### src/qkq_pkg.sv
`timescale 1ns / 1ps
// ----------------------------------------------------------------------------
// qkq_pkg
// Shared types and constants of the quadrature and key press qualifier.
// ----------------------------------------------------------------------------
package qkq_pkg;

  localparam int unsigned NUM_KEYS     = 3;
  localparam int unsigned DETENT_WIDTH = 14;
  localparam int unsigned THR_WIDTH    = 16;
  localparam int unsigned TIME_WIDTH   = 32;
  localparam int unsigned CFG_IDX_W    = 2;

  localparam logic [CFG_IDX_W-1:0] CFG_ENCODER_KEY_LONG = 2'd0;
  localparam logic [CFG_IDX_W-1:0] CFG_SECOND_KEY_LONG  = 2'd1;
  localparam logic [CFG_IDX_W-1:0] CFG_THIRD_KEY_LONG   = 2'd2;

  localparam logic [THR_WIDTH-1:0] ENCODER_KEY_LONG_RST = 16'd900;
  localparam logic [THR_WIDTH-1:0] SECOND_KEY_LONG_RST  = 16'd700;
  localparam logic [THR_WIDTH-1:0] THIRD_KEY_LONG_RST   = 16'd1000;

  // Step per transition, indexed by {previous A, previous B, A, B}.
  localparam logic signed [1:0] STEP_TABLE [16] = '{
    2'sd0,  -2'sd1, 2'sd1,  2'sd0,
    2'sd1,  2'sd0,  2'sd0,  -2'sd1,
    -2'sd1, 2'sd0,  2'sd0,  2'sd1,
    2'sd0,  2'sd1,  -2'sd1, 2'sd0
  };

  typedef struct packed {
    logic press_short;
    logic press_long;
  } key_evt_t;

endpackage

### src/qkq_encoder.sv
`timescale 1ns / 1ps
// ----------------------------------------------------------------------------
// qkq_encoder
// X4 quadrature step accumulator with saturation and detent readout.
// ----------------------------------------------------------------------------
module qkq_encoder #(
  parameter int SUM_WIDTH = 16
) (
  input  logic                                   clk,
  input  logic                                   rst_n,
  input  logic                                   step_en,
  input  logic                                   poll,
  input  logic                                   phase_a,
  input  logic                                   phase_b,
  output logic signed [qkq_pkg::DETENT_WIDTH-1:0] detents
);

  localparam logic signed [SUM_WIDTH:0] SUM_LIM = {2'b00, {(SUM_WIDTH-1){1'b1}}};
  localparam logic signed [33:0] DETENT_LIM = 34'sd8191;

  logic        [1:0]           last_pair_r;
  logic signed [SUM_WIDTH-1:0] sum_r;
  logic signed [SUM_WIDTH-1:0] sum_nxt;

  logic        [3:0]           code;
  logic signed [1:0]           step;
  logic signed [SUM_WIDTH:0]   sum_ext;
  logic signed [SUM_WIDTH:0]   sat;
  logic signed [SUM_WIDTH:0]   biased;
  logic signed [SUM_WIDTH:0]   quot;
  logic signed [SUM_WIDTH:0]   rem;
  logic signed [33:0]          quot_wide;
  logic signed [33:0]          quot_clamp;

  always_comb begin
    code    = {last_pair_r, phase_a, phase_b};
    step    = qkq_pkg::STEP_TABLE[code];
    sum_ext = {sum_r[SUM_WIDTH-1], sum_r} + {{(SUM_WIDTH-1){step[1]}}, step};
    if (sum_ext > SUM_LIM) begin
      sat = SUM_LIM;
    end else if (sum_ext < -SUM_LIM) begin
      sat = -SUM_LIM;
    end else begin
      sat = sum_ext;
    end
    // Truncation toward zero: bias negative values by 3 before the shift.
    biased = sat[SUM_WIDTH] ? sat + {{(SUM_WIDTH-1){1'b0}}, 2'b11} : sat;
    quot   = biased >>> 2;
    rem    = sat - (quot <<< 2);
    quot_wide = {{(33-SUM_WIDTH){quot[SUM_WIDTH]}}, quot};
    if (quot_wide > DETENT_LIM) begin
      quot_clamp = DETENT_LIM;
    end else if (quot_wide < -DETENT_LIM) begin
      quot_clamp = -DETENT_LIM;
    end else begin
      quot_clamp = quot_wide;
    end
    detents = quot_clamp[qkq_pkg::DETENT_WIDTH-1:0];
    sum_nxt = poll ? rem[SUM_WIDTH-1:0] : sat[SUM_WIDTH-1:0];
  end

  always_ff @(posedge clk) begin
    if (!rst_n) begin
      last_pair_r <= 2'b11;
      sum_r       <= '0;
    end else if (step_en) begin
      last_pair_r <= {phase_a, phase_b};
      sum_r       <= sum_nxt;
    end
  end

endmodule

### src/qkq_key.sv
`timescale 1ns / 1ps
// ----------------------------------------------------------------------------
// qkq_key
// Press qualifier for one active-low key: short and long press events.
// ----------------------------------------------------------------------------
module qkq_key (
  input  logic                               clk,
  input  logic                               rst_n,
  input  logic                               sample_en,
  input  logic                               level,
  input  logic [qkq_pkg::TIME_WIDTH-1:0]     now_ms,
  input  logic [qkq_pkg::THR_WIDTH-1:0]      long_ms,
  output qkq_pkg::key_evt_t                  evt
);

  logic                           last_level_r;
  logic [qkq_pkg::TIME_WIDTH-1:0] press_time_r;
  logic                           long_taken_r;

  logic                           press;
  logic [qkq_pkg::TIME_WIDTH-1:0] press_time_nxt;
  logic                           taken;
  logic [qkq_pkg::TIME_WIDTH-1:0] held;
  logic                           long_taken_nxt;

  always_comb begin
    press          = last_level_r && !level;
    press_time_nxt = press ? now_ms : press_time_r;
    taken          = press ? 1'b0 : long_taken_r;
    held           = now_ms - press_time_nxt;
    evt.press_long = !level && !taken &&
                     (held >= {{(qkq_pkg::TIME_WIDTH-qkq_pkg::THR_WIDTH){1'b0}}, long_ms});
    evt.press_short = !last_level_r && level && !taken;
    long_taken_nxt  = taken || evt.press_long;
  end

  always_ff @(posedge clk) begin
    if (!rst_n) begin
      last_level_r <= 1'b1;
      press_time_r <= '0;
      long_taken_r <= 1'b0;
    end else if (sample_en) begin
      last_level_r <= level;
      press_time_r <= press_time_nxt;
      long_taken_r <= long_taken_nxt;
    end
  end

endmodule

### src/quadrature_and_key_press_qualifier_core.sv
`timescale 1ns / 1ps
// ----------------------------------------------------------------------------
// quadrature_and_key_press_qualifier_core
// X4 quadrature decoder with detent readout and three-key press qualifier.
// ----------------------------------------------------------------------------
// Each input transfer is one pin sample: encoder lines, key levels, a
// millisecond timestamp and a poll flag. Every sample produces exactly one
// result transfer. On a poll sample the result carries the whole detents
// since the previous poll and the short and long events of the three keys;
// on other samples the result is all zeros. The cfg channel writes the
// three long-press thresholds and is always ready; it should only be used
// while no sample is in flight.
// Results are registered; one sample is taken every cycle while in_tready
// is high, the limit being the combinational table lookup, add, saturation
// and key compares between the sample and the result register.
// A two-entry result buffer lets a sample be taken while a result waits,
// and in_tready drops only when both entries are full.
// Reset restores the thresholds to 900, 700 and 1000 ms, clears the
// accumulator, treats the encoder lines as high and all keys as released.
// ----------------------------------------------------------------------------
module quadrature_and_key_press_qualifier_core #(
  parameter int SUM_WIDTH = 16
) (
  input  logic                                clk,
  input  logic                                rst_n,
  input  logic                                in_tvalid,
  output logic                                in_tready,
  // [0] phase_a, [1] phase_b, [33:2] now_ms, [34] encoder_key_level,
  // [35] second_key_level, [36] third_key_level, [39:37] zero
  input  logic [39:0]                         in_tdata,
  // [0] poll
  input  logic                                in_tuser,
  output logic                                out_tvalid,
  input  logic                                out_tready,
  // [13:0] detents, [14] encoder_key_short, [15] encoder_key_long,
  // [16] second_key_short, [17] second_key_long, [18] third_key_short,
  // [19] third_key_long, [23:20] zero
  output logic [23:0]                         out_tdata,
  input  logic                                cfg_valid,
  output logic                                cfg_ready,
  input  logic [qkq_pkg::CFG_IDX_W-1:0]       cfg_index,
  input  logic [qkq_pkg::THR_WIDTH-1:0]       cfg_data
);

  localparam int KEY_LVL_LSB = 34;

  logic [qkq_pkg::THR_WIDTH-1:0] thr_r [qkq_pkg::NUM_KEYS];
  logic                          accept;
  logic                          poll;
  logic signed [qkq_pkg::DETENT_WIDTH-1:0] detents;
  qkq_pkg::key_evt_t             evt [qkq_pkg::NUM_KEYS];
  logic [19:0]                   result;

  logic        out_valid_r;
  logic [19:0] out_data_r;
  logic        skid_valid_r;
  logic [19:0] skid_data_r;

  assign cfg_ready = 1'b1;
  assign in_tready = !skid_valid_r;
  assign accept    = in_tvalid && in_tready;
  assign poll      = in_tuser;

  always_ff @(posedge clk) begin
    if (!rst_n) begin
      thr_r[0] <= qkq_pkg::ENCODER_KEY_LONG_RST;
      thr_r[1] <= qkq_pkg::SECOND_KEY_LONG_RST;
      thr_r[2] <= qkq_pkg::THIRD_KEY_LONG_RST;
    end else if (cfg_valid) begin
      case (cfg_index)
        qkq_pkg::CFG_ENCODER_KEY_LONG: thr_r[0] <= cfg_data;
        qkq_pkg::CFG_SECOND_KEY_LONG:  thr_r[1] <= cfg_data;
        qkq_pkg::CFG_THIRD_KEY_LONG:   thr_r[2] <= cfg_data;
        default: ;
      endcase
    end
  end

  qkq_encoder #(
    .SUM_WIDTH(SUM_WIDTH)
  ) u_encoder (
    .clk     (clk),
    .rst_n   (rst_n),
    .step_en (accept),
    .poll    (poll),
    .phase_a (in_tdata[0]),
    .phase_b (in_tdata[1]),
    .detents (detents)
  );

  for (genvar k = 0; k < qkq_pkg::NUM_KEYS; k++) begin : g_key
    qkq_key u_key (
      .clk       (clk),
      .rst_n     (rst_n),
      .sample_en (accept && poll),
      .level     (in_tdata[KEY_LVL_LSB+k]),
      .now_ms    (in_tdata[33:2]),
      .long_ms   (thr_r[k]),
      .evt       (evt[k])
    );
  end

  always_comb begin
    result = '0;
    if (poll) begin
      result = {evt[2].press_long, evt[2].press_short,
                evt[1].press_long, evt[1].press_short,
                evt[0].press_long, evt[0].press_short,
                detents};
    end
  end

  always_ff @(posedge clk) begin
    if (!rst_n) begin
      out_valid_r  <= 1'b0;
      skid_valid_r <= 1'b0;
    end else if (!out_valid_r || out_tready) begin
      if (skid_valid_r) begin
        out_valid_r  <= 1'b1;
        skid_valid_r <= 1'b0;
      end else begin
        out_valid_r <= accept;
      end
    end else if (accept) begin
      skid_valid_r <= 1'b1;
    end
  end

  always_ff @(posedge clk) begin
    if (!out_valid_r || out_tready) begin
      out_data_r <= skid_valid_r ? skid_data_r : result;
    end else if (accept) begin
      skid_data_r <= result;
    end
  end

  assign out_tvalid = out_valid_r;
  assign out_tdata  = {4'b0000, out_data_r};

endmodule
### config.mk
export PLATFORM = sky130hd
export DESIGN_NAME = quadrature_and_key_press_qualifier_core
export DESIGN_NICKNAME = d
export VERILOG_FILES = /design/src/qkq_pkg.sv /design/src/qkq_encoder.sv /design/src/qkq_key.sv /design/src/quadrature_and_key_press_qualifier_core.sv
export SDC_FILE = /design/constraint.sdc
export NUM_CORES = 1
export LEC_CHECK = 0
export BUFFER_PORTS_ARGS = -buffer_cell sky130_fd_sc_hd__buf_2
export CELL_PAD_IN_SITES_DETAIL_PLACEMENT = 0
export CELL_PAD_IN_SITES_GLOBAL_PLACEMENT = 1
export CORE_UTILIZATION = 25
export CTS_CLUSTER_SIZE = 16
export DETAILED_ROUTE_END_ITERATION = 6
export PLACE_DENSITY = 0.48
export SETUP_SLACK_MARGIN = 0.02
export SLEW_MARGIN = 0
export SYNTH_ARGS = -nofsm -noshare
export SYNTH_HDL_FRONTEND = slang
export SYNTH_HIERARCHICAL = 1
export SYNTH_SLANG_ARGS = --single-unit
### constraint.sdc
create_clock -name clk -period 10.3 [get_ports clk]
set_input_delay 1.545 -clock clk [delete_from_list [all_inputs] [get_ports clk]]
set_output_delay 1.545 -clock clk [all_outputs]
set_load 0.01 [all_outputs]
Word level (Yosys, flattened, before mapping) --
Memories as Yosys holds them, arrays and structs flattened. Index checks and enable logic that the tools add are counted. Widths: inputs -> output; s select.
Storage, ports and cells: flip-flop bits (word level) 162, bits in writable memories 48, memory bits (read-only) 32, input port bits 64, logic and storage cells 107, memories kept 2
Cells by class: add/subtract/negate cells 6, order comparisons 8, eq/ne operators 2, mux-type cells 33, bitwise gates (word level) 6, reductions and logical operators 35
Memories:
- thr_r | words 3, width 16, read ports 3, clocked after Yosys merged registers in 0, write ports 3, line quadrature_and_key_press_qualifier_core.sv:47 | logic [qkq_pkg::THR_WIDTH-1:0] thr_r [qkq_pkg::NUM_KEYS];
- (name not given) | words 16, width 2, read ports 1, clocked after Yosys merged registers in 0, write ports 0, line qkq_encoder.sv:37 | step = qkq_pkg::STEP_TABLE[code];
Operators by type and width (number):
- $ge 32x16->1 | 3
- $mux 32 | 3
- $sub 32x32->32 | 3
- $mux 16 | 4
- $mux 17 | 3
- $mux 20 | 2
- $mux 14 | 2
- $add 16x2->17 | 1
- $add 17x2->17 const B | 1
- $gt 17x16->1 const B | 1
- $logic_and 1x1->1 | 17
- $lt 17x16->1 const B | 1
- $mux 1 | 17
- $sub 16x16->16 | 1
- $gt 15x14->1 const B | 1
- $lt 15x14->1 const B | 1
- $logic_not 1->1 | 11
- $ge 5x5->1 const B | 1
- $not 4->5 | 1
- $logic_or 1x1->1 | 4
- $mux 2 | 2
- $or 1x1->1 | 3
- $eq 2x1->1 const B | 1
- $eq 2x2->1 const B | 1
- 4 further kinds | 5

Logic depth before layout (Yosys ltp) --
Gate-level depths: netlist of the first run.
word-level depth 15, depth in mapped cells 35, mapped depth without buffers 33

By module --
The synthesis of the first run kept the hierarchy.
Modules (own cells, without submodules):
- qkq_key | times used 3, cells an instance 612, area each 4470.5 um^2, seq. area each 680.7 um^2
- quadrature_and_key_press_qualifier_core | times used 1, cells an instance 184, area each 3549.7 um^2, seq. area each 2682.6 um^2
- qkq_encoder | times used 1, cells an instance 451, area each 3204.3 um^2, seq. area each 360.3 um^2

Worst setup path after synthesis of the first run --
OpenSTA, ideal clock, no wires.
path type input-to-reg, start input in_tdata[0], end register u_encoder.sum_r[15], arrival time 8.148 ns, data required time 10.163 ns, setup slack 2.015 ns, cell stages on the path 32, path buffers 2, cell sequence inv_1 ha_1 mux4_2 ha_1 clkbuf_1 inv_1 a2111oi_1 o21ai_1 a21oi_1 xnor2_1 nand3_1 a211oi_1 nand3_1 nand3b_1 ha_1 buf_2 or4b_2 o311ai_0 a211oi_1 or4_4 nor3_1 xor2_1 nor2_1 nor2_1 ha_1 nand3_1 a21oi_1 nor2_1 a211o_1 o21ai_0 xor2_1 a31oi_1
Between the ends: cells in the longest elaborated chain, start to end 12, elaborated cells between the ends (all ways) 13, classes of those cells 3 x add/sub; 2 x order compare; 6 x mux; 1 x bitwise; 1 x memory
RTL lines:
- from (decl) | line quadrature_and_key_press_qualifier_core.sv:30 | input logic [39:0] in_tdata,
- $not 4->5 (not written as such) (*) | line qkq_encoder.sv:37
- $mem_v2 16x2 (*)
- $mux 2 (not written as such) (*) (2 in series) | line qkq_encoder.sv:37
- $add 16x2->17 (*) | line qkq_encoder.sv:38 | sum_ext = {sum_r[SUM_WIDTH-1], sum_r} + {{(SUM_WIDTH-1){step[1]}}, step};
- $lt 17x16->1 | line qkq_encoder.sv:41 | end else if (sum_ext < -SUM_LIM) begin
- $mux 17 | line qkq_encoder.sv:41
- $mux 17 (*) | line qkq_encoder.sv:39 | if (sum_ext > SUM_LIM) begin
- $add 17x2->17 | line qkq_encoder.sv:47 | biased = sat[SUM_WIDTH] ? sat + {{(SUM_WIDTH-1){1'b0}}, 2'b11} : sat;
- $mux 17 | line qkq_encoder.sv:47
- $sub 16x16->16 | line qkq_encoder.sv:49 | rem = sat - (quot <<< 2);
- $mux 16 (*) | line qkq_encoder.sv:59 | sum_nxt = poll ? rem[SUM_WIDTH-1:0] : sat[SUM_WIDTH-1:0];
- to (signal assigned) | line qkq_encoder.sv:68 | sum_r <= sum_nxt;
- to (decl) | line qkq_encoder.sv:22 | logic signed [SUM_WIDTH-1:0] sum_r;
Every way passes the cells marked *; elsewhere a longest branch is shown, timed or not. The select of a mux whose other input is x is not followed. A chain may end at the register's enable or synchronous reset.

Worst setup path in the final report of the first run --
Ends and elaborated chain as after synthesis.

==> results of run 1 <==
[synth_stat cells, types with 54 or more instances]
cell type	n	area [um2]
sky130_fd_sc_hd__a21oi_1	198	991.0
sky130_fd_sc_hd__clkbuf_1	60	225.2
sky130_fd_sc_hd__dfxtp_1	122	2442
sky130_fd_sc_hd__edfxtp_1	88	2643
sky130_fd_sc_hd__ha_1	146	1827
sky130_fd_sc_hd__inv_1	122	457.9
sky130_fd_sc_hd__mux2i_1	78	780.8
sky130_fd_sc_hd__nand2_1	309	1160
sky130_fd_sc_hd__nand3_1	54	270.3
sky130_fd_sc_hd__nor2_1	167	626.9
sky130_fd_sc_hd__nor3_1	57	285.3
sky130_fd_sc_hd__o211a_1	61	610.6
sky130_fd_sc_hd__o21ai_0	119	595.6
sky130_fd_sc_hd__xnor2_1	57	499.2
[flip-flops by register name, summed over array words and instances, names as in the netlist]
signal / cells
out_tvalid: 1
u_encoder/sum_r: 16
skid_data_r: 20
g_key.u_key/press_time_r: 96
thr_r: 48
out_data_r: 20
g_key.u_key/long_taken_r: 3
g_key.u_key/last_level_r: 3
skid_valid_r: 1
u_encoder/last_pair_r: 2
[area by class of cell]
cell class                 count  area (um2)  area share, %
inverter                     126       473.0          2.105
tap                         1050        1314          5.847
clock buffer                  28       700.7          3.118
timing repair buffer         102       563.0          2.506
clock inverter                24       337.8          1.504
multi-input combinational   2008       13990          62.27
sequential                   210        5085          22.63
antenna                        2       5.005        0.02227
[power by group through the flow]
stage | sequential (W) | clock, W | combinational [W]
4_1_cts | 0.00106 | 0.00115 | 0.00305
6_report | 0.00106 | 0.00111 | 0.00306
3_5_place_dp | 0.00108 | 0 | 0.00303
3_3_place_gp | 0.00108 | 0 | 0.00302
5_1_grt | 0.00107 | 0.00119 | 0.00340
2_1_floorplan | 0.00107 | 0 | 0.00225
[logic make-up after synthesis]
kind of cell / count (synthesis)
simple gates: 896
compound gates: 744
buf+inv: 256
flops: 210
fa+ha+maj: 157
mux: 104
xor+xnor: 102
other cells: 2
[critical path, delay by kind of cell]
| family | cells | cell delay [ns] |
|---|---|---|
| AOI/OAI and AO/OA | 11 | 2.67 |
| xor gates and xnor gates | 3 | 0.75 |
| adders and majority gates | 4 | 1.44 |
| buffers and inverters | 2 | 0.20 |
| muxes | 1 | 0.70 |
| and+or+nand+nor | 10 | 2.25 |
[layer usage]
metal / global-route usage (%) / vias to the layer above / routed length [um]
met1: 24.34 / 8958 / 35850
met5: 0 / - / 0
met3: 1.459 / 72 / 1985
met2: 27.38 / 302 / 32070
met4: 4.251 / 0 / 1629
li1: - / 9156 / -
[how the worst max path moves through the flow]
stage / from / endpoint
floorplan: in_tdata[0] / u_encoder/sum_r[15]
global placement: in_tdata[0] / u_encoder/sum_r[15]
detailed placement: in_tdata[0] / u_encoder/sum_r[15]
CTS: in_tdata[0] / u_encoder/sum_r[15]
global route: in_tdata[0] / u_encoder/sum_r[15]
finish: in_tdata[0] / u_encoder/sum_r[15]
[per-stage QoR]
step	hold slack [ns]	instance area [um2]	setup slack (ns)	total power [W]	std cells
global route	0.4914	22470	0.5911	0.005650	3549
finish	0.4758	22470	1.190	0.005231	3550
CTS	0.4803	22460	1.174	0.005267	3548
detailed placement	0.4656	21430	0.5684	0.004110	3496
floorplan	0.4477	20180	2.015	0.003319	2474
global placement	0.4588	21430	0.7561	0.004094	3496
==> impl_summary.md, run 1 <==
Timing
The total count of max-transition violations in the final report was 0. The worst max-slew margin expressed relative to the limit is 29.32%. The timing-limited maximum frequency is 109.8 MHz. The final sum of negative setup slack is 0 ns. The post-route fraction of the period consumed by the critical path is 88.45%. Setup repair after global routing left no endpoint under its margin.

The slew at the pin with the worst max-slew slack is 1.055 ns. The worst path needs 9.110 ns of the cycle, external delays included. The number of hold-slack violations in the final timing report is 0. The number of endpoints failing setup at the final stage is 0.

The maximum clock skew at final layout is 0.02666 ns.

Hold path
Counting instances, the worst hold path has a depth of 1. The class of the worst hold path is register to register. The path with the worst hold slack has its endpoint at g_key[2].u_key/press_time_r[13].

In this run the most critical hold path is launched from g_key[2].u_key/press_time_r[13].

Pwr
Registers are responsible for 20.2% of the overall power. The clock network burns 21.2% of the power. In this run the power spent charging and discharging nets is 0.002354 W. The internal power is 0.002876 W. Per report_power, the combinational group accounts for 58.5% of the total. The peak ir drop on the vdd network is 0.0002015 V. The power density relative to cell area is 232.8 mW/mm2. In this run switching power makes up 45.01% of total power.

The static leakage is 9.223 nW.

Clocking
The number of CTS-inserted buffers is 28. For the worst-skew pair, the clock arrives at the later sink with an insertion delay of 0.60 ns. Buffers inserted to repair hold after CTS numbered 0. TritonCTS built the clock tree.

The number of buffers inserted by post-CTS setup repair is 0. After clock tree synthesis, the repair step resized 0 gates. The clock root buffer master is sky130_fd_sc_hd__clkbuf_16. CTS saw 210 sinks. Counting along the longest clock path gives a buffer depth of 3.

The clock-pin transition on the worst setup and hold timing paths is 0.06 ns. In this run the number of H-tree levels came out at 1.

Floorplanning
The total die area is 0.08180 mm2. After floorplanning, the core was sized to cover 0.07939 mm2. Row generation in the floorplan step produced 103 rows. 91 I/O pins were placed. The height of the die is 286.0 um. For this configuration, the core starts out at a cell density of 25.40%. The horizontal extent of the die is 286.0 um.

Yosys
Synthesis inferred 210 register bits. The synthesized design contains 88 enable-type register cells. Summing every instance area after synthesis gives 0.02017 mm2.

The count of different cell masters after synthesis is 102. The synthesized instance count is 2471. The xor and xnor fraction of the mapped netlist area is 4.430%. In the synthesized netlist, mux cells make up 5.808% of the area.

Dividing the synthesized area by the synthesized cell count gives 8.161 um2. The main combinational cell family by area after synthesis is compound AO/OA/AOI/OAI gates. The fraction of the mapped netlist area in compound gates is 26.13%.

The fraction of the yosys area taken by sequential cells is 25.22%. The adder and majority cell fraction of the synthesized area is 9.723%. The simple logic cell fraction of the synthesized area is 23.14%.

For this run, the number of Yosys warnings is 6. In the synthesized netlist the dominant register cell turns out to be sky130_fd_sc_hd__dfxtp_1. The fraction of synthesis flops using an asynchronous set or reset pin is 0%.

Route
In the routed layout, each cell is associated on average with a via count of 5.208. The first TritonRoute pass finished after 5 iterations. The number of vias in the routed layout is 18.49k.

The post-detailed-routing wire length is 71530 um. The DRC violation total after the first TritonRoute iteration is 1030. The per-cell routed wire length is 20.15 um. In the routed design, unresolved DRC markers number 0. The remaining antenna violation count after routing is 0.

Worst setup path
The worst setup path is captured at a register. The critical path in this run is classified as input pin to register. The worst register-to-register path has a setup slack of 2.10 ns. The worst register-to-register path begins at u_encoder/last_pair_r[0]. Data on the critical path is required at its endpoint by 10.76 ns. The arrival time of the worst setup path is 9.57 ns. Along the worst path, the maximum fanout reaches 17. The worst setup path is launched from an input pin. The slowest stage of the critical path is the sky130_fd_sc_hd__mux4_2 cell. The logic depth of the worst register-to-register path is 28. The library cell appearing most often on the critical path is sky130_fd_sc_hd__ha_1. In this design, the stage delay of the slowest critical-path cell is 0.70 ns. The worst flop-to-flop path endpoint is u_encoder/sum_r[15].

Final layout
The area added between synthesis and finish is 11.42%. After the last flow step, the layout net total stands at 2688. The layout has 8634 filler cells. The post-route core utilization is 28.30%. The library cells used most frequently in the layout, excluding fill and tap cells, are sky130_fd_sc_hd__nand2_1, sky130_fd_sc_hd__a21oi_1, sky130_fd_sc_hd__nor2_1. In the final layout, the share of cells above drive strength 1 is 10.85%.

The most common cell after layout, fill and taps aside is sky130_fd_sc_hd__nand2_1.

Place
The count of buffers added on input and output ports is 82. The wire-length estimate of the detail-placed layout is 56460 um. At the end of routability-driven placement, the weighted congestion stood at 0.8756.

Global routing
The total global routing track utilization is 17.04%. The via count of the first global-routing pass came to 18.01k. The number of antenna violations at the first check in global routing is 1. The wire length of the first global-routing pass is 109400 um.

The maximum number of pins on one net before global-route repair is 69. After global routing the overflow that remains totals 0.

Job
The max-cap check violation count is 0.

Run status
The run finished with clean final reports.
Note: power is estimated with default switching activity, not from simulation.
==> run 2: changes to the inputs <==
- clock period: 10.3 -> 10.55 ns (I/O delays scaled with it)
==> run 2 against run 1 <==
Net effect: clock-buffer cell count is 5 higher; critical endpoint unchanged; setup slack improved by 0.078 ns; cell count about the same; first-iteration DRC count did not move; clock power about the same; total power decreased by 2.4%.
==> impl_summary.md, run 2 (same netlist as run 1, synthesis figures left out) <==
Worst setup path
The category of the worst setup path launch point is an input pin (unchanged). The launch point of the critical path is in_tdata[0] (unchanged). The worst path buffer plus inverter count came to 2 (unchanged). The endpoint required time on the critical path is 11.01 ns (was 10.76 ns).

The arrival time of the worst setup path is 9.74 ns (was 9.57 ns). The logic depth of the worst register-to-register path is 27 (was 28). The cell with the biggest individual delay on the critical path is sky130_fd_sc_hd__mux4_2 (unchanged).

The startpoint of the worst register-to-register path is u_encoder/last_pair_r[0] (unchanged). The largest stage delay on the critical path is 0.71 ns (was 0.70 ns). The worst flop-to-flop path endpoint is u_encoder/sum_r[15] (unchanged).

The worst setup slack for register-to-register paths is 2.19 ns (was 2.10 ns). The kind of critical path is input pin to register (unchanged). The largest fanout of any net on the critical path was 17 (unchanged). The library cell appearing most often on the critical path is sky130_fd_sc_hd__ha_1 (unchanged). The gate family responsible for the most delay along the worst path is compound AO/OA/AOI/OAI gates (unchanged). The kind of end point of the critical path is a register (unchanged).

Route
The remaining antenna violation count after routing is 0 (unchanged). The per-cell routed wire length is 20.15 um (about the same). The post-detailed-routing wire length was 71540 um (was 71530 um). The DRC violation total after the first TritonRoute iteration is 1030 (unchanged). The number of vias in the routed layout came to 18.50k (was 18.49k). The average via count per standard cell is 5.209 (was 5.208).

The total DRC errors in the routed layout is 0 (unchanged). The number of iterations in the first detailed-routing pass was 6 (was 5).

Clocking
The number of resized instances in the post-cts repair step is 0 (unchanged). The clock insertion delay at the later pin of the skew report is 0.61 ns (was 0.60 ns). The total clock sinks came to 210 (unchanged). The clock root buffer master is sky130_fd_sc_hd__clkbuf_16 (unchanged). The clock-pin transition on the worst setup and hold timing paths is 0.06 ns (about the same). The maximum count of clock buffers along a single path came to 3 (unchanged). The hold buffer count at CTS is 0 (unchanged). The number of CTS-inserted buffers was 30 (was 28). The number of buffers inserted by post-CTS setup repair was 0 (unchanged). The H-tree level count is 1 (unchanged). The TritonCTS clock tree is built (unchanged).

Floorplanning
The horizontal extent of the die came to 286.0 um (unchanged). The number of placed I/O pins is 91 (unchanged). The height of the die was 286.0 um (unchanged). The area inside the core boundary is 0.07939 mm2 (unchanged).

The total number of placement rows is 103 (unchanged). The initial cell density of the core is 25.40% (unchanged). The total die area is 0.08180 mm2 (unchanged).

Timing
The worst max-slew margin expressed relative to the limit was 30.75% (was 29.32%). The post-route fraction of the period consumed by the critical path is 87.98%. The slew at the pin with the worst max-slew slack is 1.034 ns (was 1.055 ns). Timing would allow up to 107.7 MHz. Subtracting the final worst setup slack from the clock period gives 9.281 ns. Unrepaired setup endpoints after global routing: no (unchanged). The number of endpoints failing setup at the final stage came to 0 (unchanged). The total count of max-transition violations in the final report is 0 (unchanged). The maximum clock skew at final layout is 0.03349 ns (was 0.02666 ns).

The number of hold-slack violations in the final timing report is 0 (unchanged). The final sum of negative setup slack is 0 ns (unchanged).

Final layout
Highest-count cells in the layout ignoring fill and taps: sky130_fd_sc_hd__nand2_1, sky130_fd_sc_hd__a21oi_1, sky130_fd_sc_hd__nor2_1 (unchanged). Top flop regs: g_key.u_key/press_time_r: 96 flops, thr_r: 48 flops (unchanged). The number of flip-flops under the largest register name is 96 (unchanged). The fraction of final layout cells with drive strength greater than 1 came to 10.73% (was 10.85%). The net count of the finished layout was 2686 (was 2688). The most common cell after layout, fill and taps aside is sky130_fd_sc_hd__nand2_1 (unchanged). The area added between synthesis and finish is 11.42% (unchanged).

The filler cell count in the final layout is 8625 (was 8634). The largest register by flop count is g_key.u_key/press_time_r (unchanged).

Global routing
The total global routing track utilization came to 17.04% (about the same). The residual overflow from global routing is 0 (unchanged). The number of antenna violations at the first check in global routing is 2 (was 1). The via count of the first global-routing pass is 18.07k (was 18.01k).

The maximum number of pins on one net before global-route repair was 69 (unchanged). The wire length of the first global-routing pass was 109100 um (was 109400 um).

Hold path
The cell count of the worst hold path is 1 (unchanged). The end point of the worst hold path was g_key[2].u_key/press_time_r[22] (was g_key[2].u_key/press_time_r[13]). The class of the worst hold path is register to register (unchanged). The hold path startpoint is g_key[2].u_key/press_time_r[22] (was g_key[2].u_key/press_time_r[13]).

Job
The max-cap check violation count came to 0 (unchanged).

Run status
Run status: finished clean (unchanged).

Pwr
The internal power is 0.002804 W (was 0.002876 W). The switching portion of total power is 45.08% (was 45.01%). The overall power consumption is 0.005105 W (was 0.005231 W).

The power density relative to cell area is 227.2 mW/mm2 (was 232.8 mW/mm2). The share of power burned in combinational logic is 58.3% (was 58.5%). The peak ir drop on the vdd network is 0.0001963 V (was 0.0002015 V). The part of the total power dissipated in sequential elements came to 20.2% (about the same).

The static leakage is 9.222 nW (was 9.223 nW). The clock network power share is 21.5% (was 21.2%). The switching power total is 0.002301 W (was 0.002354 W).

Place
The half-perimeter wire length after detailed placement is 56520 um (was 56460 um). The final weighted congestion in routability-driven placement was 0.8691 (was 0.8756). The count of input and output buffers is 82 (unchanged).
==> run 2: cell types whose count changed in the layout (fill, tap and decap cells not counted), sizes merged <==
cell / before / now
bufinv: 6 / 5
inv: 128 / 129
clkinv: 11 / 12
clkbuf: 28 / 33
diode: 2 / 3
buf: 102 / 98
clkinvlp: 5 / 3
==> run 2: layer usage <==
metal / GRT usage, % / up-vias / share of wire, %
met4: 4.693 / 0 / 2.7
met5: 0 / - / 0
met1: 24.10 / 8937 / 50
met2: 27.23 / 322 / 44
met3: 1.818 / 79 / 3.5
li1: - / 9160 / -
==> run 2: worst max-delay path by stage <==
stage                                      to  slack, ns  cells past startpoint
after floorplan           u_encoder/sum_r[15]       2.23                     32
after global placement    u_encoder/sum_r[15]       0.84                     34
after CTS                 u_encoder/sum_r[15]       1.42                     34
after detailed placement  u_encoder/sum_r[15]       0.80                     34
final                     u_encoder/sum_r[15]       1.27                     30
after global routing      u_encoder/sum_r[15]       0.76                     30
==> run 2: area by class of cell <==
cell class / instances / area, um2 / area share [%]
Antenna cell: 3 / 7.507 / 0.03341
Multi-Input combinational cell: 2008 / 13990 / 62.27
Tap cell: 1050 / 1314 / 5.847
Clock buffer: 33 / 762.0 / 3.391
Timing Repair Buffer: 98 / 533.0 / 2.372
Clock inverter: 23 / 304.0 / 1.353
Sequential cell: 210 / 5085 / 22.63
Inverter: 126 / 473.0 / 2.105
==> run 2: stage by stage <==
step	std cells	setup slack, ns	hold slack [ns]	util [%]	cell area [um2]
2_1_floorplan	2474	2.227	0.4477	-	20180
3_3_place_gp	3492	0.8433	0.4588	26.95	21400
3_5_place_dp	3492	0.7959	0.4656	26.95	21400
4_1_cts	3548	1.416	0.4794	28.29	22460
5_1_grt	3549	0.7559	0.4918	28.30	22460
6_report	3551	1.269	0.4767	28.30	22470
==> run 2: power groups by stage <==
stage               registers (W)  clock network [W]  logic, W
floorplan                 0.00104                  0   0.00220
global placement          0.00105                  0   0.00293
detailed placement        0.00105                  0   0.00294
CTS                       0.00103            0.00114   0.00296
global route              0.00104            0.00117   0.00330
finish                    0.00103            0.00110   0.00297
==> run 3: changes to the inputs <==
- clock period: 10.55 -> 10.5 ns (I/O delays scaled with it)
==> run 3 against run 2 <==
Net effect: non-clock buffer count unchanged; clock power about the same; hold slack worse by 0.00089 ns; total power down 0.48%; clock skew down 0.0094 ns; wire length down 1.0%; sequential cell count unchanged; sequential power about the same; combinational power about the same; critical path depth unchanged; critical path type unchanged.
==> impl_summary.md, run 3 (same netlist as run 1, synthesis figures left out) <==
Floorplanning
The total number of placement rows is 103 (unchanged). The horizontal extent of the die was 286.0 um (unchanged). The initial cell density of the core came to 25.40% (unchanged). The number of placed I/O pins is 91 (unchanged). The area inside the core boundary was 0.07939 mm2 (unchanged).

The total die area is 0.08180 mm2 (unchanged). The height of the die is 286.0 um (unchanged).

Final layout
The most common cell after layout, fill and taps aside is sky130_fd_sc_hd__nand2_1 (unchanged). The number of flip-flops under the largest register name is 96 (unchanged). The filler cell count in the final layout came to 8633 (was 8625). The net count of the finished layout is 2683 (was 2686). Highest-count cells in the layout ignoring fill and taps: sky130_fd_sc_hd__nand2_1, sky130_fd_sc_hd__a21oi_1, sky130_fd_sc_hd__nor2_1 (unchanged). The area of all sequential standard cells is 0.005085 mm2 (unchanged). The combined area of the multi-input logic cells is 0.01399 mm2 (unchanged). The fraction of final layout cells with drive strength greater than 1 is 10.55% (was 10.73%). The post-route core utilization came to 28.22% (was 28.30%).

Top flop regs: g_key.u_key/press_time_r: 96 flops, thr_r: 48 flops (unchanged). The largest register by flop count was g_key.u_key/press_time_r (unchanged). The area added between synthesis and finish is 11.11% (was 11.42%).

Route
The average via count per standard cell was 5.195 (was 5.209). The per-cell routed wire length is 19.97 um (was 20.15 um). The total DRC errors in the routed layout came to 0 (unchanged). The DRC violation total after the first TritonRoute iteration was 956 (was 1030). The number of vias in the routed layout is 18.42k (was 18.50k).

The number of iterations in the first detailed-routing pass is 7 (was 6). The remaining antenna violation count after routing is 0 (unchanged). The post-detailed-routing wire length is 70800 um (was 71540 um).

Hold path
The class of the worst hold path is register to register (unchanged).

Worst setup path
The kind of end point of the critical path was a register (unchanged). The kind of critical path was input pin to register (unchanged). The cell with the biggest individual delay on the critical path is sky130_fd_sc_hd__mux4_2 (unchanged). The worst setup slack for register-to-register paths is 2.22 ns (was 2.19 ns). The arrival time of the worst setup path was 9.63 ns (was 9.74 ns). The largest stage delay on the critical path is 0.68 ns (was 0.71 ns).

The category of the worst setup path launch point is an input pin (unchanged). The largest fanout of any net on the critical path is 17 (unchanged). The endpoint required time on the critical path is 10.94 ns (was 11.01 ns). The library cell appearing most often on the critical path is sky130_fd_sc_hd__ha_1 (unchanged).

Clocking
The TritonCTS clock tree is built (unchanged). The number of buffers inserted by post-CTS setup repair is 0 (unchanged). The clock root buffer master is sky130_fd_sc_hd__clkbuf_16 (unchanged).

The total clock sinks is 210 (unchanged). The maximum count of clock buffers along a single path is 3 (unchanged). The hold buffer count at CTS came to 0 (unchanged).

The H-tree level count is 1 (unchanged). The clock-pin transition on the worst setup and hold timing paths is 0.06 ns (about the same). The clock insertion delay at the later pin of the skew report is 0.59 ns (was 0.61 ns).

The number of resized instances in the post-cts repair step is 0 (unchanged). The number of CTS-inserted buffers was 27 (was 30).

Timing
The total count of max-transition violations in the final report is 0 (unchanged). The timing-limited maximum frequency is 108.8 MHz. The maximum clock skew at final layout is 0.02411 ns (was 0.03349 ns). Counting I/O delays and the setup requirement, the final critical path takes 9.192 ns. The worst max-slew margin expressed relative to the limit is 21.80% (was 30.75%). The number of hold-slack violations in the final timing report is 0 (unchanged).

The post-route fraction of the period consumed by the critical path is 87.54%. The slew at the pin with the worst max-slew slack is 1.157 ns (was 1.034 ns). The final sum of negative setup slack is 0 ns (unchanged). The number of endpoints failing setup at the final stage is 0 (unchanged). Unrepaired setup endpoints after global routing: no (unchanged).

Global routing
The wire length of the first global-routing pass is 107800 um (was 109100 um). The residual overflow from global routing is 0 (unchanged). The number of antenna violations at the first check in global routing came to 4 (was 2). The maximum number of pins on one net before global-route repair came to 69 (unchanged). The via count of the first global-routing pass is 17.68k (was 18.07k). The total global routing track utilization is 16.82% (was 17.04%).

Run status
Run status: finished clean (unchanged).

Pwr
The peak ir drop on the vdd network is 0.0001994 V (was 0.0001963 V). The static leakage is 9.197 nW (was 9.222 nW). The power density relative to cell area is 226.7 mW/mm2 (was 227.2 mW/mm2).

Place
The half-perimeter wire length after detailed placement is 55850 um (was 56520 um). The final weighted congestion in routability-driven placement is 0.8658 (was 0.8691). The count of input and output buffers is 82 (unchanged).

Job
The max-cap check violation count is 0 (unchanged).
run 3: cell types whose count changed in the layout (fill, tap and decap cells not counted), sizes merged:
cell,change
inv,-2
clkinv,-1
bufinv,+2
clkbuf,-4
clkinvlp,-1
run 3: path summary, 6_finish.rpt:
path / depth (start not counted) / start / end
max: 30 / in_tdata[0] / u_encoder/sum_r[15]
min: 1 / g_key[2].u_key/press_time_r[18] / g_key[2].u_key/press_time_r[18]
max reg2reg: 27 / u_encoder/last_pair_r[0] / u_encoder/sum_r[15]
min reg2reg: 1 / g_key[2].u_key/press_time_r[18] / g_key[2].u_key/press_time_r[18]
run 3: routing by layer:
layer	track usage, %	share of wire [%]	up-vias
li1	-	-	9154
met2	26.81	44	299
met5	0	0	-
met4	4.425	2.5	0
met3	1.611	3.3	69
met1	24.01	50	8894
run 3: critical path: cells and delay by family:
kind,cells,cell delay (ns)
AO/OA/AOI/OAI,11,2.94
AND/OR/NAND/NOR,10,2.23
adder cells (fa/ha/maj),4,1.53
multiplexers,1,0.68
XOR/XNOR,2,0.47
buffers and inverters,2,0.19
run 3: per-stage QoR:
| step | total power, W | cells | hold slack [ns] | setup slack [ns] | cell area [um2] |
|---|---|---|---|---|---|
| after CTS | 0.005121 | 3542 | 0.4794 | 1.394 | 22400 |
| after floorplan | 0.003255 | 2474 | 0.4477 | 2.185 | 20180 |
| after detailed placement | 0.004004 | 3492 | 0.4656 | 0.7895 | 21400 |
| after global placement | 0.003995 | 3492 | 0.4586 | 0.8238 | 21400 |
| after global routing | 0.005498 | 3543 | 0.4919 | 0.6097 | 22400 |
| final | 0.005080 | 3545 | 0.4758 | 1.308 | 22410 |
run 3: final cells by class:
cell class,instances,share of cell area (%)
Clock buffer,29,3.049
Timing Repair Buffer,98,2.379
Sequential cell,210,22.69
Clock inverter,21,1.430
Antenna cell,3,0.03350
Inverter,126,2.111
Multi-Input combinational cell,2008,62.44
Tap cell,1050,5.863
run 3: where the power goes:
part | total [W] | leakage, nW | internal, W | switching, W
combinational | 0.00297 | 6.83 | 0.00118 | 0.00179
clock | 0.00107 | 0.485 | 0.000650 | 0.000424
sequential | 0.00104 | 1.88 | 0.000982 | 0.0000563
